### src/mrh_pkg.sv
// ----------------------------------------------------------------------------
// mrh_pkg
// Shared types and constants of the maximal rectangle histogram scan.
// ----------------------------------------------------------------------------
`default_nettype none

package mrh_pkg;

    // Configuration register
    localparam int unsigned CFG_W     = 9;
    localparam int unsigned CFG_RESET = 256;

    // Result field
    localparam int unsigned     AREA_W     = 17;
    localparam logic [AREA_W-1:0] AREA_LIMIT = 17'h1FFFF;

    // Stream word widths
    localparam int unsigned IN_TDATA_W  = 8;
    localparam int unsigned OUT_TDATA_W = 24;

    // Sequencer states
    typedef enum logic [1:0] {
        S_IDLE,
        S_UPD,
        S_WALK,
        S_DRAIN
    } t_state;

    // Column store control
    typedef struct packed {
        logic wr_en;
        logic clear;
    } t_mem_ctl;

    // Area unit control and status
    typedef struct packed {
        logic cand;
        logic clear;
    } t_area_ctl;

    typedef struct packed {
        logic busy;
    } t_area_sts;

endpackage

`default_nettype wire

### src/mrh_area_unit.sv
// ----------------------------------------------------------------------------
// mrh_area_unit
// Area pipeline: register width and height, multiply, saturate and keep the
// running maximum.
// ----------------------------------------------------------------------------
`default_nettype none

module mrh_area_unit #(
    parameter int unsigned NW = 9,
    parameter int unsigned HW = 9
) (
    input  wire                         i_clk,
    input  wire                         i_rst_n,
    input  mrh_pkg::t_area_ctl          i_ctl,
    input  wire  [NW-1:0]               i_width,
    input  wire  [HW-1:0]               i_height,
    output mrh_pkg::t_area_sts          o_sts,
    output logic [mrh_pkg::AREA_W-1:0]  o_best
);
    import mrh_pkg::*;

    localparam int unsigned PW = NW + HW;

    logic              r_v1;
    logic              r_v2;
    logic [NW-1:0]     r_w;
    logic [HW-1:0]     r_h;
    logic [PW-1:0]     r_prod;
    logic [AREA_W-1:0] r_best;
    logic [AREA_W-1:0] w_sat;
    logic [AREA_W-1:0] n_best;

    // Stage valids and best value
    always_ff @(posedge i_clk) begin
        if (!i_rst_n || i_ctl.clear) begin
            r_v1   <= 1'b0;
            r_v2   <= 1'b0;
            r_best <= '0;
        end else begin
            r_v1   <= i_ctl.cand;
            r_v2   <= r_v1;
            r_best <= n_best;
        end
    end

    // Operand and product registers
    always_ff @(posedge i_clk) begin
        r_w    <= i_width;
        r_h    <= i_height;
        r_prod <= {{HW{1'b0}}, r_w} * {{NW{1'b0}}, r_h};
    end

    // Saturate and fold into the maximum
    always_comb begin
        w_sat  = (64'(r_prod) > 64'(AREA_LIMIT)) ? AREA_LIMIT : AREA_W'(r_prod);
        n_best = r_best;
        if (r_v2 && (w_sat > r_best)) begin
            n_best = w_sat;
        end
    end

    assign o_sts.busy = r_v1 || r_v2;
    assign o_best     = r_best;

endmodule

`default_nettype wire

### config.mk
export PLATFORM = sky130hd
export DESIGN_NAME = mrh_area_unit
export DESIGN_NICKNAME = d
export VERILOG_FILES = /design/src/mrh_pkg.sv /design/src/mrh_area_unit.sv
export SDC_FILE = /design/constraint.sdc
export NUM_CORES = 1
export LEC_CHECK = 0
export ABC_AREA = 1
export BUFFER_PORTS_ARGS = -buffer_cell sky130_fd_sc_hd__buf_2
export CORE_MARGIN = 3
export CORE_UTILIZATION = 45
export CTS_BUF_LIST = sky130_fd_sc_hd__clkbuf_16
export DETAILED_ROUTE_END_ITERATION = 8
export GPL_ROUTABILITY_DRIVEN = 0
export PLACE_DENSITY = 0.72
export SYNTH_ARGS = -nofsm -noshare
export SYNTH_HDL_FRONTEND = slang
export SYNTH_SLANG_ARGS = --single-unit
### constraint.sdc
create_clock -name i_clk -period 4.65 [get_ports i_clk]
set_input_delay 0 -clock i_clk [delete_from_list [all_inputs] [get_ports i_clk]]
set_output_delay 0 -clock i_clk [all_outputs]
set_load 0.01 [all_outputs]
==> results of run 1 <==
-- flip-flops by register name, summed over array words and instances (netlist names) --
| register | count |
|---|---|
| o_best | 17 |
| r_h | 9 |
| r_prod | 18 |
| r_v1 | 1 |
| r_v2 | 1 |
| r_w | 9 |
-- metrics by stage --
step	setup WS (ns)	std cells	total power, mW	utilization (%)
floorplan	0.6647	645	1.802	-
global placement	0.6198	794	1.998	49.31
detailed placement	0.5150	794	2.044	49.31
CTS	0.4977	821	2.470	52.58
global route	0.1767	821	2.741	52.58
finish	0.4764	821	2.461	52.58
-- layout make-up --
type | instances | area [um2] | share of cell area (%)
inverter | 173 | 650.6 | 11.83
tap | 136 | 170.2 | 3.093
sequential | 55 | 1101 | 20.01
clock inverter | 3 | 27.53 | 0.5003
multi-input combinational | 390 | 3034 | 55.15
clock buffer | 5 | 125.1 | 2.274
timing repair buffer | 59 | 392.9 | 7.141
-- layout by cell type, fill, tap and decap left out, types with 2 or more instances in the layout --
cell,count
a21o_1,2
a21oi_1,33
a31oi_1,2
buf_2,39
clkbuf_16,5
dfxtp_1,55
dlygate4sd3_1,19
fa_1,50
ha_1,55
inv_1,170
nand2_1,138
nand3_1,12
nand3_2,10
nand4_1,2
nor2_1,53
nor2_2,3
o21ai_0,5
o21ai_1,3
o21bai_1,2
xnor2_1,7
xor2_1,6
-- layer usage --
layer,vias up,GRT usage (%),share of wire (%)
li1,1964,-,-
met1,1799,22.10,45
met2,107,29.69,48
met3,15,3.123,4.9
met4,0,4.351,1.4
met5,-,0,0
-- timing repair --
item / CTS / global route
buffers inserted: 0 / 0
hold endpoints to repair: 19 / 0
endpoints found under the setup margin: 0 / 0
hold buffers: 19 / 0
-- worst min path at each step --
stage | to | slack (ns) | cells after the start
after floorplan | r_h[0] | 0.03 | 0
after global placement | r_h[3] | 0.10 | 1
after detailed placement | r_h[4] | 0.10 | 1
after CTS | o_best[1] | 0.24 | 4
after global routing | o_best[14] | 0.29 | 4
final | o_best[1] | 0.24 | 4
-- power by group --
part,switching [mW],internal [mW],leakage (nW)
sequential,0.0469,0.562,0.457
clock,0.191,0.205,0.0719
combinational,0.900,0.556,2.55
total,1.14,1.32,3.08
-- critical path: stages, from the launching register on --
cell	delay, ns
dfxtp_1	0.50
nand2_1	0.14
fa_1	0.53
fa_1	0.54
inv_1	0.05
fa_1	0.53
inv_1	0.06
fa_1	0.53
inv_1	0.04
ha_1	0.34
a21oi_1	0.19
o21ai_0	0.13
a21oi_1	0.22
o21bai_1	0.11
xor2_1	0.14
-- kinds of logic after synthesis --
family          count (synthesis)  share of synthesized area (%)
buf+inv                       200                          16.03
fa+ha+maj                     105                          34.30
flops                          55                          22.36
xor+xnor                       13                          2.312
compound gates                 50                          5.538
simple gates                  222                          19.46
==> metrics.txt, run 1 <==
f_max=239.6 MHz; violation count after the first detailed-routing iteration=roughly 220; Pleak=3.082 nW; sequential element share of the synthesized area=~22%; path depth of the worst reg2reg path=14; IO buf count=39; run status=finished clean; Final period util=around nine tenths; post-route ant nets=0; #FFs+latches synth=55; post-synth net total=~770; Synth-to-Final Area Change=11.71%; Min Hold Slack=0.2423 ns; post-layout instance area=5502 um2; number of vias per cell after detailed routing=between 4 and 5; number of antenna violations at the first check in global routing=0; initial core utilization=a little under half; register clock-pin slew on the reported worst setup and hold paths=approximately 0.080 ns; Synth Warn #=0; maximum vdd drop=between 0.0002 and 0.0003 V; data required time at the worst endpoint=4.84 ns; Final setup violation count=0; Resized Gates After CTS=0; wire length of the first global-routing pass=between 15 and 20 mm; hold_sp=i_ctl[0]; Slew headroom=~15%; horizontal die dimension=~110 um; cell type with the largest total area after synthesis=dfxtp_1; Fin Clk Skew=roughly 0.0043 ns; worst reg2reg setup slack=0.48 ns; post-detailed-route wirelength per cell=11.90 um; largest net degree at the start of global routing=35; placed cell area=5159 um2; slew at the pin closest to its max-slew limit=roughly 1.3 ns; aggregate negative setup slack=0 ns; die footprint=around 12000 um2; CTS tree=built; number of distinct standard cells referenced by the synthesized netlist=32; mean post-synth cell area=approximately 7.6 um2; maximum buffer depth of the clock tree=2; number of iterations in the first detailed-routing pass=5; overflow left after global routing=0; Setup crit end kind=register; antenna diode count=0; list of most frequent post-synthesis cells=170 x inv_1, 138 x nand2_1, 55 x dfxtp_1, 55 x ha_1, 53 x nor2_1; CP arrival=about 4.4 ns; Post-synth EDFFs=0; CORE AREA=around 10000 um2; leading cell type by number of instances after synthesis=inv_1; synthesized area=roughly 4900 um2; share of Yosys cell area claimed by the top area cell type=between 20% and 30%; Max-Cap Viols=0; ratio of cells with drive above 1 in the final layout=9.781%; Final Max Tran Viols=0; end of the worst register-to-register path=r_prod[13]; cts bufs inserted=5; final worst path period need=around 4.2 ns; Crit Path Category=reg2reg; Critical Path Sink=r_prod[13]; CTS Sinks=55; number of top-level design ports=40; site row count=37; predominant post-synthesis flop cell=dfxtp_1; Crit Path Max Fanout=9; type of the worst min-delay path=in2reg; net count reported at finish=811; count of H-tree levels built during CTS=2; worst setup path startpoint=r_w[0]; root buf cell=clkbuf_16; # DRC=0; areal power density over the cells=approximately 450 nW/um2; number of global-route vias before repair=4099; nature of the critical path startpoint=register; detailed-route via count=3885; Gate Count Post-Synth=645; overall die height=110.6 um; RSZ-0062 raised after global routing=false; total wire length=just under 10 mm; dominant cells by area after synthesis=dfxtp_1 22%, fa_1 20%, ha_1 14%, inv_1 13%, nand2_1 11%; clock insertion delay at the later pin of the skew report=roughly 0.30 ns; GR Util All Layers=about 17%; Synth async-reset ratio=0%; DPL Wire Length=7.826 mm; startpoint of the worst register-to-register path=r_w[0]; number of endpoints with negative hold slack in the final report=0; Filler Cells Inserted=1001
(Power assumes the default switching activity.)
==> run 2, diff against run 1 <==
--- a/config.mk
+++ b/config.mk
@@ -6,13 +6,13 @@
 export NUM_CORES = 1
 export LEC_CHECK = 0
 export ABC_AREA = 1
-export BUFFER_PORTS_ARGS = -buffer_cell sky130_fd_sc_hd__buf_2
+export BUFFER_PORTS_ARGS = -buffer_cell sky130_fd_sc_hd__buf_4
 export CORE_MARGIN = 3
-export CORE_UTILIZATION = 45
+export CORE_UTILIZATION = 60
 export CTS_BUF_LIST = sky130_fd_sc_hd__clkbuf_16
 export DETAILED_ROUTE_END_ITERATION = 8
 export GPL_ROUTABILITY_DRIVEN = 0
-export PLACE_DENSITY = 0.72
+export PLACE_DENSITY = 0.89
 export SYNTH_ARGS = -nofsm -noshare
 export SYNTH_HDL_FRONTEND = slang
 export SYNTH_SLANG_ARGS = --single-unit
==> metrics.txt, run 2 (synthesis gave the netlist of run 1 again) <==
Filler Cells Inserted=a little over 600; run status=finished clean; antenna diode count=0; number of top-level design ports=40; most common library cell in the layout ignoring fill and taps=inv_1; number of global-route vias before repair=slightly above 4000; aggregate negative setup slack=0 ns; number of antenna violations at the first check in global routing=0; placed cell area=around 5200 um2; CTS tree=built; number of endpoints with negative hold slack in the final report=0; Clk pwr share=17.1%; CTS Sinks=55; ordered list of cells on the worst path=nand2_1 > fa_1 > fa_1 > inv_1 > fa_1 > inv_1 > fa_1 > inv_1 > ha_1 > a21oi_1 > o21ai_0 > a21oi_1 > o21bai_1 > xor2_1; crit path max-delay cell type=fa_1; die footprint=between 9000 and 10000 um2; Fin Clk Skew=between 0.004 and 0.005 ns; number of flip-flops under the largest register name=18; number of vias per cell after detailed routing=5.128; commonest cells after routing, fill and taps aside=171 x inv_1, 138 x nand2_1, 55 x ha_1, 55 x dfxtp_1, 53 x nor2_1; DPL Wire Length=between 7 and 8 mm; GR Util All Layers=23.30%; Crit Path Max Fanout=9; largest register by flop count=r_prod; Sw Share=45.54%; Final period util=a little over 90%; register clock-pin slew on the reported worst setup and hold paths=approximately 0.070 ns; combinational cell fraction of total power=about three fifths; detailed-route via count=roughly 4000; PnR worst setup slack=between 0.3 and 0.4 ns; post-CTS setup-driven buffer insertion count=0; post-detailed-route wirelength per cell=12.91 um; Final setup violation count=0; maximum buffer depth of the clock tree=2; Setup crit end kind=register; CORE AREA=7848 um2; Post-CTS Hold Fix Bufs=19; type of the worst min-delay path=in2reg; cts bufs inserted=5; Pleak=3.112 nW; switching power total=around 1.2 mW; site row count=32; nature of the critical path startpoint=register; post-layout instance area=about 5600 um2; total wire length=about 10 mm; Crit Path Category=reg2reg; final worst path period need=4.323 ns; wire length of the first global-routing pass=approximately 17 mm; initial core utilization=about 63%; Max-Cap Viols=0; data required time at the worst endpoint=roughly 4.8 ns; most frequent cell on the critical path=fa_1; number of iterations in the first detailed-routing pass=6; post-route ant nets=0; clock insertion delay at the later pin of the skew report=0.29 ns; violation count after the first detailed-routing iteration=177; worst setup slack after placement=around 0.44 ns; slew at the pin closest to its max-slew limit=around 1.2 ns; share of power burned in registers=between 20% and 30%; delay of the slowest cell on the worst path=0.56 ns; overflow left after global routing=0; RSZ-0062 raised after global routing=false; Slew headroom=between 20% and 30%; f_max=between 200 and 250 MHz; Resized Gates After CTS=0; Min Hold Slack=approximately 0.23 ns; Pint=~1.4 mW; horizontal die dimension=approximately 97 um; Final Max Tran Viols=0; # DRC=0; IO buf count=39; ratio of cells with drive above 1 in the final layout=about a tenth; overall die height=roughly 97 um; root buf cell=clkbuf_16; count of H-tree levels built during CTS=2; largest net degree at the start of global routing=35; CP arrival=approximately 4.5 ns; Synth-to-Final Area Change=13.14%; areal power density over the cells=454.5 nW/um2; maximum vdd drop=between 0.0002 and 0.00025 V; net count reported at finish=between 800 and 900
run 2: changes by cell type in the layout (fill, tap and decap cells not counted), sizes merged:
cell      before  now
inv          172  173
clkinv         3    2
bufinv         0    1
clkinvlp       1    0
run 2: power by group through the flow:
stage               sequential [mW]  combinational [mW]  clock, mW
global placement              0.617                1.37          0
finish                        0.610                1.49      0.434
CTS                           0.609                1.48      0.439
detailed placement            0.620                1.44          0
global route                  0.619                1.70      0.460
floorplan                     0.590                1.21          0
run 2: metrics by stage:
| stage | util, % | total power, mW | cells |
|---|---|---|---|
| floorplan | - | 1.802 | 645 |
| global placement | 66.44 | 1.984 | 760 |
| detailed placement | 66.44 | 2.063 | 760 |
| CTS | 71.00 | 2.524 | 787 |
| global route | 71.00 | 2.776 | 787 |
| finish | 71.00 | 2.532 | 787 |
run 2: critical path: cells and delay by family, from the launching register on:
family	cells	cell delay [ns]
xor gates and xnor gates	1	0.15
and+or+nand+nor	1	0.14
DFF	1	0.53
buffers and inverters	3	0.16
adders and majority gates	5	2.46
AOI/OAI and AO/OA	4	0.76
run 2: final cells by class:
class	count	area [um2]	area share, %
Sequential cell	55	1101	19.76
Tap cell	102	127.6	2.291
Inverter	173	650.6	11.68
Clock buffer	5	125.1	2.246
Timing Repair Buffer	59	490.5	8.803
Clock inverter	3	42.54	0.7635
Multi-Input combinational cell	390	3034	54.46
run 2: final timing paths:
| path | depth (start not counted) | start | endpoint | slack (ns) |
|---|---|---|---|---|
| worst max-delay path | 14 | r_h[7] | r_prod[13] | 0.33 |
| worst min-delay path | 4 | i_ctl[0] | o_best[5] | 0.23 |
| worst max register to register | 14 | r_h[7] | r_prod[13] | 0.33 |
| worst min register to register | 2 | r_v1 | r_v2 | 0.44 |
run 2: per-layer routing:
layer / GRT usage (%) / part of all wire, %
met5: 0 / 0
met4: 9.346 / 2.9
met3: 4.415 / 5.3
met2: 44.37 / 52
met1: 25.06 / 40
